===== src/sv/idalloc_pkg.sv =====
`timescale 1ns / 1ps

package idalloc_pkg;

   localparam int ID_BITS = 8;
   localparam int ID_SPACE = 1 << ID_BITS;
   localparam int STACK_DEPTH = ID_SPACE - 1;
   localparam logic [ID_BITS-1:0] ID_MAX = ID_BITS'(ID_SPACE - 1);
   localparam logic [ID_BITS-1:0] ID_NONE = '0;

   typedef logic [ID_BITS-1:0] id_type;

   typedef enum logic {
      ACT_ALLOC = 1'b0,
      ACT_FREE  = 1'b1
   } action_type;

   typedef enum logic [2:0] {
      ST_OK        = 3'd0,
      ST_DISABLED  = 3'd1,
      ST_EXHAUSTED = 3'd2,
      ST_ZERO_ID   = 3'd3,
      ST_NOT_ALLOC = 3'd4
   } status_type;

endpackage


===== src/sv/id_allocator_free_stack.sv =====
`timescale 1ns / 1ps

// Allocates nonzero ids and takes them back, one transaction per cycle while rsp_ready does
// not stall the output, through one input register and one result register. An allocate
// reuses the most recently freed id from a LIFO free stack held in a 255-entry RAM, and
// otherwise counts up to a fresh id until the id space is exhausted. A free is rejected for
// id zero and for any id not currently allocated, which catches double frees. Allocated
// marks live in flip-flops that reset clears at once, so there is no clearing pass. While
// the enable register is zero every request is answered with the disabled status and the
// state is left alone.
module id_allocator_free_stack (
   input  logic       clock,
   input  logic       reset,
   input  logic       req_valid,
   output logic       req_ready,
   input  logic       req_action,
   input  logic [7:0] req_free_id,
   output logic       rsp_valid,
   input  logic       rsp_ready,
   output logic [7:0] rsp_id,
   output logic [2:0] rsp_status,
   input  logic       csr_valid,
   output logic       csr_ready,
   input  logic       csr_enable
);

   logic                         enable_ff;
   logic                         in_valid_ff;
   idalloc_pkg::action_type      in_action_ff;
   idalloc_pkg::id_type          in_free_id_ff;
   logic                         out_valid_ff;
   logic                         out_pop_ff;
   idalloc_pkg::id_type          out_id_ff;
   idalloc_pkg::status_type      out_status_ff;
   logic                         pop_pend_ff;
   idalloc_pkg::id_type          counter_ff;
   idalloc_pkg::id_type          counter_in;
   idalloc_pkg::id_type          count_ff;
   idalloc_pkg::id_type          count_in;
   logic [idalloc_pkg::ID_SPACE-1:0] mark_ff;
   logic [idalloc_pkg::ID_SPACE-1:0] mark_in;

   logic                         advance;
   logic                         mark_hit;
   logic                         do_pop;
   logic                         do_push;
   logic                         do_count;
   idalloc_pkg::id_type          fresh_id;
   idalloc_pkg::id_type          res_id;
   idalloc_pkg::status_type      res_status;
   idalloc_pkg::id_type          ram_rdata;
   logic                         ram_we;
   logic                         ram_re;

   assign advance   = in_valid_ff && (!out_valid_ff || rsp_ready);
   assign req_ready = !in_valid_ff || advance;
   assign csr_ready = 1'b1;
   assign fresh_id  = counter_ff + idalloc_pkg::ID_BITS'(1);

   // A pop from the previous cycle sets its mark only now, so it is forwarded here.
   assign mark_hit = mark_ff[in_free_id_ff] || (pop_pend_ff && (ram_rdata == in_free_id_ff));

   always_comb begin
      res_id     = idalloc_pkg::ID_NONE;
      res_status = idalloc_pkg::ST_OK;
      do_pop     = 1'b0;
      do_push    = 1'b0;
      do_count   = 1'b0;
      if (!enable_ff) begin
         res_status = idalloc_pkg::ST_DISABLED;
      end else if (in_action_ff == idalloc_pkg::ACT_ALLOC) begin
         if (count_ff != '0) begin
            do_pop = 1'b1;
         end else if (counter_ff == idalloc_pkg::ID_MAX) begin
            res_status = idalloc_pkg::ST_EXHAUSTED;
         end else begin
            do_count = 1'b1;
            res_id   = fresh_id;
         end
      end else begin
         if (in_free_id_ff == idalloc_pkg::ID_NONE) begin
            res_status = idalloc_pkg::ST_ZERO_ID;
         end else if (!mark_hit) begin
            res_status = idalloc_pkg::ST_NOT_ALLOC;
         end else begin
            do_push = 1'b1;
         end
      end
   end

   assign ram_re = advance && do_pop;
   assign ram_we = advance && do_push
                   && (count_ff != idalloc_pkg::ID_BITS'(idalloc_pkg::STACK_DEPTH));

   always_comb begin
      mark_in    = mark_ff;
      counter_in = counter_ff;
      count_in   = count_ff;
      if (pop_pend_ff) begin
         mark_in[ram_rdata] = 1'b1;
      end
      if (advance && do_count) begin
         mark_in[fresh_id] = 1'b1;
         counter_in        = fresh_id;
      end
      if (advance && do_push) begin
         mark_in[in_free_id_ff] = 1'b0;
      end
      if (ram_re) begin
         count_in = count_ff - idalloc_pkg::ID_BITS'(1);
      end else if (ram_we) begin
         count_in = count_ff + idalloc_pkg::ID_BITS'(1);
      end
   end

   always_ff @(posedge clock) begin
      if (reset) begin
         enable_ff    <= 1'b1;
         in_valid_ff  <= 1'b0;
         out_valid_ff <= 1'b0;
         pop_pend_ff  <= 1'b0;
         counter_ff   <= '0;
         count_ff     <= '0;
         mark_ff      <= '0;
      end else begin
         if (csr_valid && csr_ready) begin
            enable_ff <= csr_enable;
         end
         if (req_ready) begin
            in_valid_ff <= req_valid;
         end
         if (advance) begin
            out_valid_ff <= 1'b1;
         end else if (rsp_ready) begin
            out_valid_ff <= 1'b0;
         end
         pop_pend_ff <= ram_re;
         counter_ff  <= counter_in;
         count_ff    <= count_in;
         mark_ff     <= mark_in;
      end
   end

   always_ff @(posedge clock) begin
      if (req_valid && req_ready) begin
         in_action_ff  <= idalloc_pkg::action_type'(req_action);
         in_free_id_ff <= req_free_id;
      end
      if (advance) begin
         out_pop_ff    <= do_pop;
         out_id_ff     <= res_id;
         out_status_ff <= res_status;
      end
   end

   idalloc_ram #(
      .WIDTH(idalloc_pkg::ID_BITS),
      .DEPTH(idalloc_pkg::STACK_DEPTH)
   ) u_stack (
      .clock  (clock),
      .wr_en  (ram_we),
      .wr_addr(count_ff),
      .wr_data(in_free_id_ff),
      .rd_en  (ram_re),
      .rd_addr(count_ff - idalloc_pkg::ID_BITS'(1)),
      .rd_data(ram_rdata)
   );

   assign rsp_valid  = out_valid_ff;
   assign rsp_id     = out_pop_ff ? ram_rdata : out_id_ff;
   assign rsp_status = out_status_ff;

endmodule


===== src/sv/idalloc_ram.sv =====
`timescale 1ns / 1ps

module idalloc_ram #(
   parameter int WIDTH = 8,
   parameter int DEPTH = 255
) (
   input  logic                     clock,
   input  logic                     wr_en,
   input  logic [$clog2(DEPTH)-1:0] wr_addr,
   input  logic [WIDTH-1:0]         wr_data,
   input  logic                     rd_en,
   input  logic [$clog2(DEPTH)-1:0] rd_addr,
   output logic [WIDTH-1:0]         rd_data
);

   logic [WIDTH-1:0] mem_ff [DEPTH];
   logic [WIDTH-1:0] rd_data_ff;

   always_ff @(posedge clock) begin
      if (wr_en) begin
         mem_ff[wr_addr] <= wr_data;
      end
      if (rd_en) begin
         rd_data_ff <= mem_ff[rd_addr];
      end
   end

   assign rd_data = rd_data_ff;

endmodule


===== config.mk =====
export PLATFORM = sky130hd
export DESIGN_NAME = id_allocator_free_stack
export DESIGN_NICKNAME = d
export VERILOG_FILES = /design/src/sv/idalloc_pkg.sv /design/src/sv/id_allocator_free_stack.sv /design/src/sv/idalloc_ram.sv
export SDC_FILE = /design/constraint.sdc
export NUM_CORES = 2
export LEC_CHECK = 0
export BUFFER_PORTS_ARGS = -buffer_cell sky130_fd_sc_hd__buf_2
export CELL_PAD_IN_SITES_DETAIL_PLACEMENT = 0
export CELL_PAD_IN_SITES_GLOBAL_PLACEMENT = 1
export CORE_ASPECT_RATIO = 1.1
export CORE_MARGIN = 3
export CORE_UTILIZATION = 55
export CTS_CLUSTER_DIAMETER = 30
export DETAILED_ROUTE_END_ITERATION = 10
export PLACE_DENSITY_LB_ADDON = 0.1
export SETUP_SLACK_MARGIN = 0.5
export SLEW_MARGIN = 20
export SYNTH_ARGS = -nofsm -noshare
export SYNTH_HDL_FRONTEND = slang
export SYNTH_HIERARCHICAL = 1
export SYNTH_SLANG_ARGS = --single-unit

===== constraint.sdc =====
create_clock -name clock -period 8.8 [get_ports clock]
set_input_delay 0.88 -clock clock [delete_from_list [all_inputs] [get_ports clock]]
set_output_delay 0.88 -clock clock [all_outputs]
set_load 0.01 [all_outputs]

### Yosys cells after proc, flatten, opt, wreduce, memory -nomap -nowiden

Memories as Yosys holds them, arrays and structs flattened. A register that Yosys moved wholly into a read port is not among the register bits.
Index checks and enable logic that the tools add are counted.

* register bits: 297
* memories kept: 1
* RAM bits: 2040

* mux-type cells: 34
* $add $sub $neg: 3
* reduce and logical (&&, ||, !) cells: 20
* bitwise logic cells: 5
* magnitude comparators: 6
* eq/ne operators: 3

Memories
* u_stack.mem_ff: depth 255, width 8, rd ports 1, clocked after Yosys merged registers in 1, write ports 1, line idalloc_ram.sv:16 `logic [WIDTH-1:0] mem_ff [DEPTH];`

Operator list (number)
* 256-bit 2-to-1 mux: 3
* 256-bit bitwise OR: 2
* 256-bit bitwise AND: 1
* 256-bit NOT: 1
* 8-bit by 9-bit less-than comparator with 1-bit output (second input constant): 3
* 1-bit demux with 8-bit select: 3
* 8-bit by 1-bit greater-or-equal comparator with 1-bit output (second input constant): 3
* 8-bit 2-to-1 mux: 3
* 1-bit 2-to-1 mux: 19
* 8-bit by 1-bit adder with 8-bit output (second input constant): 2
* 1-bit logical AND: 10
* 3-bit 2-to-1 mux: 3
* 1-bit binary-select mux with 8-bit select: 1
* 8-bit equality test: 1
* 8-bit equality test (second input constant): 1
* 8-bit zero test: 1
* 8-bit != test (second input constant): 1
* 8-bit nonzero test: 1
* 8-bit by 1-bit subtractor with 8-bit output (second input constant): 1
* 2-bit 2-to-1 mux: 2
* 2-bit nonzero test: 2
* 4-bit OR reduction: 1
* 1-bit logical OR: 3
* 1-bit zero test: 2
* 1-bit NOT: 1

### Longest topological paths before layout

* depth in word-level cells: 11
* depth in mapped cells: 16
* depth with buffers taken out: 11

### By module

The synthesis kept the hierarchy.

By module, submodules not included
* idalloc_ram: instances 1, area each 80566.0 µm², cells each 3910, seq. area each 61499.0 µm²
* id_allocator_free_stack: instances 1, area each 16195.5 µm², cells each 1628, seq. area each 6155.9 µm²

### Worst setup path after synthesis

OpenSTA, ideal clock, no wires.

* path kind: reg-to-reg
* start: register in_free_id_ff[5]
* end: memory u_stack.mem_ff[116][0] (enable)
* period minus slack after synthesis: 7.316 ns
* buffers on the path: 3
* path slack: 1.484 ns
* data arrival time: 6.946 ns
* data required time: 8.430 ns
* stages on the path, launching flop included: 13
* cells stage by stage: edfxtp_1 nand2b_1 a2111oi_0 nand3_1 nand3_1 a21oi_1 and3_1 a31oi_1 clkbuf_1 clkbuf_1 nand3_1 clkbuf_1 nor2_1

* word-level cells in the longest chain between the ends: 11
* elaborated cells on any way between the ends: 14

RTL lines
* start: declaration: line id_allocator_free_stack.sv:30 `idalloc_pkg::id_type in_free_id_ff;`
* start signal: assignment: line id_allocator_free_stack.sv:147 `in_free_id_ff <= req_free_id;`
* 1-bit binary-select mux with 8-bit select or 8-bit equality test (tied branches): line id_allocator_free_stack.sv:61 `assign mark_hit = mark_ff[in_free_id_ff] || (pop_pend_ff && (ram_rdata == in_free_id_ff));`
* 1-bit 2-to-1 mux (not written as such) or 1-bit logical AND (tied branches): line id_allocator_free_stack.sv:61
* 1-bit logical OR: line id_allocator_free_stack.sv:61
* 1-bit 2-to-1 mux: line id_allocator_free_stack.sv:83 `end else if (!mark_hit) begin`
* 1-bit 2-to-1 mux (*): line id_allocator_free_stack.sv:81 `if (in_free_id_ff == idalloc_pkg::ID_NONE) begin`
* 1-bit 2-to-1 mux (*): line id_allocator_free_stack.sv:71 `end else if (in_action_ff == idalloc_pkg::ACT_ALLOC) begin`
* 1-bit 2-to-1 mux (*): line id_allocator_free_stack.sv:69 `if (!enable_ff) begin`
* 1-bit logical AND (*): line id_allocator_free_stack.sv:92 `assign ram_we = advance && do_push`
* 1-bit logical AND (*): line id_allocator_free_stack.sv:93 `&& (count_ff != idalloc_pkg::ID_BITS'(idalloc_pkg::STACK_DEPTH));`
* via ram_we: line id_allocator_free_stack.sv:52 `logic ram_we;`
* 1-bit 2-to-1 mux (*): line idalloc_ram.sv:20 `if (wr_en) begin`
* 1-bit 2-to-1 mux (not written as such) (*): line idalloc_ram.sv:21 `mem_ff[wr_addr] <= wr_data;`
* end: declaration: line idalloc_ram.sv:16

Mark *: on every way through the listed nets, which the timed path passes. The rest lies on a longest branch. The select of a mux whose other input is x is not followed.

### Worst setup path in the final report

* start: register count_ff[0]
* end: register u_stack.rd_data_ff[1], in the netlist u_stack/rd_data[1] (read register of u_stack.mem_ff) (data pin)

* word-level cells in the longest chain between the ends: 5
* elaborated cells on any way between the ends: 6

RTL lines
* start: declaration: line id_allocator_free_stack.sv:38 `idalloc_pkg::id_type count_ff;`
* start signal: assignment: line id_allocator_free_stack.sv:139 `count_ff <= count_in;`
* 8-bit nonzero test: line id_allocator_free_stack.sv:72 `if (count_ff != '0) begin`
* 1-bit 2-to-1 mux: line id_allocator_free_stack.sv:72
* 1-bit 2-to-1 mux: line id_allocator_free_stack.sv:71
* 1-bit 2-to-1 mux: line id_allocator_free_stack.sv:69
* 1-bit logical AND: line id_allocator_free_stack.sv:91 `assign ram_re = advance && do_pop;`
* end: declaration: line idalloc_ram.sv:17 `logic [WIDTH-1:0] rd_data_ff;`

Parallel ways exist; a longest one is shown, timed or not.
A chain may end at the register's enable or synchronous reset.

==> summary.md <==
| Metric | Value |
|---|---|
| Hold WS | `0.117 ns` |
| Area of the multi-input gates | `0.0266 sq mm` |
| Routing usage on met3 | `6.96%` |
| Netlist cell types | `85` |
| Mapped Avg Cell Area | `17.5 sq um` |
| Max clock buf depth | `4` |
| Pre-CTS setup slack | `2.31 ns` |
| Hold_buf cts | `0` |
| Num CTS Buffers | `452` |
| Max_cap viols | `0` |
| Layout Nets | `5733` |
| Total gr overflow | `0` |
| RD Place Congestion | `0.901` |
| Number of I/O pins | `29` |
| Power per Cell Area | `274 mW/mm^2` |
| Total power | `31100 uW` |
| Worst-path fanout max | `70` |
| First-pass GRT wire length | `412000 um` |
| Power share of the combinational group | `6.4%` |
| Critical Path Source | `count_ff[0]` |
| Via Count | `57500` |
| Total Die Area | `0.181 sq mm` |
| Post-CTS Setup Inserts | `0` |
| Critical Path RT | `9.43 ns` |
| Achievable clock frequency | `150 MHz` |
| Main synth FF type | `edfxtp_1` |
| Largest net degree at the start of global routing | `193` |
| Drt pass-1 iters | `9` |
| Worst Tran Pin Value | `1.26 ns` |
| Vias in the first global route | `56800` |
| Register area share after synthesis | `69.9%` |
| Total clock sinks | `2345` |
| Initial core utilization | `55.7%` |
| I/O Buffers | `27` |
| CTS resizes | `0` |
| Reg-to-reg slack, setup | `2.15 ns` |
| Startpoint type of the worst setup path | `register` |
| Reg clk slew, reported paths | `0.05 ns` |
| Critical Path End | `u_stack/rd_data[1]` |
| Fillers | `11900` |
| Number of synthesized flops with an enable pin | `2069` |
| CORE AREA | `0.174 sq mm` |
| Fin util | `65.4%` |
| WL/cell | `34.2 um` |
| Net Count, Synth | `5560` |
| Count of final setup violators | `0` |
| Final WS setup | `2.15 ns` |
| Final TNS setup | `0 ns` |
| Synth Area in XOR/XNOR | `0.262%` |
| VDD IR max | `0.220 mV` |
| P_int | `23900 uW` |
| Post-route ant nets | `0` |
| Clock network power share | `54.5%` |
| Worst R2R End | `u_stack/rd_data[1]` |
| Critical Path AT | `7.27 ns` |
| Layout cells sized above 1 | `25.3%` |
| DRT iter0 DRCs | `7575` |
| CTS root buf | `clkbuf_16` |
| Die X | `406 um` |
| Min-delay worst type | `input pin to register` |
| Net switching power | `7190 uW` |
| Storage cell area | `0.0677 sq mm` |
| RSZ-0062 raised after global routing | `false` |
| Leak | `0.0379 uW` |
| CTS tree | `built` |
| Post-Synth Simple-Gate Area | `4.69%` |
| Compound-cell area share of the yosys netlist | `7.92%` |
| Max Slew Vio Count | `0` |
| H-tree lvl count | `5` |
| Slew Limit Headroom | `16.3%` |
| Crit path kind | `register to register` |
| #FFs+latches synth | `2345` |
| Post-Syn Instances | `5538` |
| Sw Share | `23.1%` |
| Synth Area in Adders | `0.0905%` |
| Synthesized cell area | `0.0968 sq mm` |
| Post-DP HPWL | `172000 um` |
| GR Util met2 | `48.7%` |
| Largest family of logic cells by synthesized area | `multiplexers` |
| Register share of total power | `39.1%` |
| R2r worst-path depth | `10` |
| Final period util | `75.5%` |
| Die H | `446 um` |
| Grt peak-use layer | `met2` |
| Multiplexer share of the synthesized area | `14.2%` |
| Ys Warns | `6` |
| Worst skew pair latency | `0.99 ns` |
| Vias per cell | `6.88` |
| Hold Vio Cnt, Final | `0` |
| Initial antenna violation count | `6` |
| Met1 usage | `43.8%` |
| DRC violations left | `0` |
| Ys async rst share | `0%` |
| Site Rows | `160` |
| Tmin final | `6.65 ns` |
| Clock skew | `0.0701 ns` |
| Reg-to-reg startpoint | `count_ff[0]` |
| Gr usage total | `31.7%` |
| Drt total wl | `286000 um` |
| Setup crit end kind | `register` |
| Area delta synth->final | `17.5%` |
| Outcome | `finished, final reports clean` |
flip-flops by register name, summed over array words and instances, names as in the netlist:
register         cells
u_stack/mem_ff    2040
counter_ff           8
mark_ff            256
out_id_ff            8
enable_ff            1
u_stack/rd_data      8
count_ff             8
in_free_id_ff        8
in_valid_ff          1
pop_pend_ff          1
in_action_ff         1
rsp_valid            1
rsp_status           3
out_pop_ff           1
worst min path at each step:
stage,startpoint,slack [ns],cells after the start,endpoint
6_report,req_action,0.12,1,in_action_ff
5_1_grt,req_action,0.08,1,in_action_ff
4_1_cts,req_action,0.06,1,in_action_ff
3_5_place_dp,mark_ff[0],0.48,2,mark_ff[0]
3_3_place_gp,mark_ff[0],0.46,2,mark_ff[0]
2_1_floorplan,mark_ff[0],0.45,2,mark_ff[0]
cell type report:
cell class / count / area share [%]
multi-input combinational: 2734 / 23.4
clock inverter: 318 / 3.03
sequential: 2345 / 59.5
antenna: 6 / 0.0132
clock buffer: 504 / 10.3
inverter: 20 / 0.0836
timing repair buffer: 158 / 1.15
tap: 2268 / 2.50
logic make-up after synthesis:
kind of cell | after synthesis
DFF | 2345
and+or+nand+nor | 1002
AOI/OAI and AO/OA | 946
muxes | 749
buffers and inverters | 459
xor gates and xnor gates | 29
adders and majority gates | 7
other | 1
power by group through the flow:
stage / Combinational (uW) / Sequential (uW) / Clock (uW)
3_3_place_gp: 1950 / 12400 / 0
6_report: 2000 / 12200 / 16900
4_1_cts: 1970 / 12200 / 17100
2_1_floorplan: 1100 / 12500 / 0
5_1_grt: 2060 / 12200 / 17700
3_5_place_dp: 1960 / 12400 / 0
cell usage after synthesis (all sizes together), types with 81 or more instances:
library cell	count	area, sq um
dfxtp	276	5530
edfxtp	2069	62100
a21oi	91	455
nand3	81	405
mux4	477	11000
a211oi	258	2420
mux2i	253	2530
nor2	444	1690
clkbuf	228	958
a221oi	245	2150
buf	210	1800
nand2	232	873
cell usage in the layout (no fill, tap or decap), types with 72 or more instances in the layout:
| master | Yosys | routed |
|---|---|---|
| buf_4 | 32 | 114 |
| nand3_1 | 81 | 81 |
| a221oi_1 | 245 | 245 |
| clkbuf_16 | 0 | 458 |
| a21oi_1 | 91 | 91 |
| mux2i_1 | 253 | 253 |
| dfxtp_1 | 276 | 276 |
| a211oi_1 | 162 | 161 |
| mux4_2 | 417 | 417 |
| nand2_1 | 231 | 230 |
| a211oi_2 | 96 | 97 |
| nor2_1 | 439 | 412 |
| clkinv_2 | 0 | 72 |
| edfxtp_1 | 2069 | 2069 |
routing by layer:
layer | vias to the layer above | routed length [um]
met5 | - | 33
met4 | 4 | 14800
met3 | 777 | 27600
met2 | 3505 | 134000
met1 | 29900 | 110000
li1 | 23300 | -
per-stage QoR:
step,std cells,cell area [sq um]
2_1_floorplan,5538,96800
3_3_place_gp,7519,98300
3_5_place_dp,7520,98300
4_1_cts,8342,114000
5_1_grt,8348,114000
6_report,8353,114000
critical path, stage by stage (launching register included):
cell and delay, ns:
dfxtp_1 0.78, inv_8 0.41, ha_1 0.48, xor2_4 0.88
nand2b_4 0.85, buf_4 0.51, o221ai_1 0.27, a21oi_1 0.11
o31ai_1 0.93, o221ai_1 0.22, o31ai_1 0.83
(Power assumes the default switching activity.)
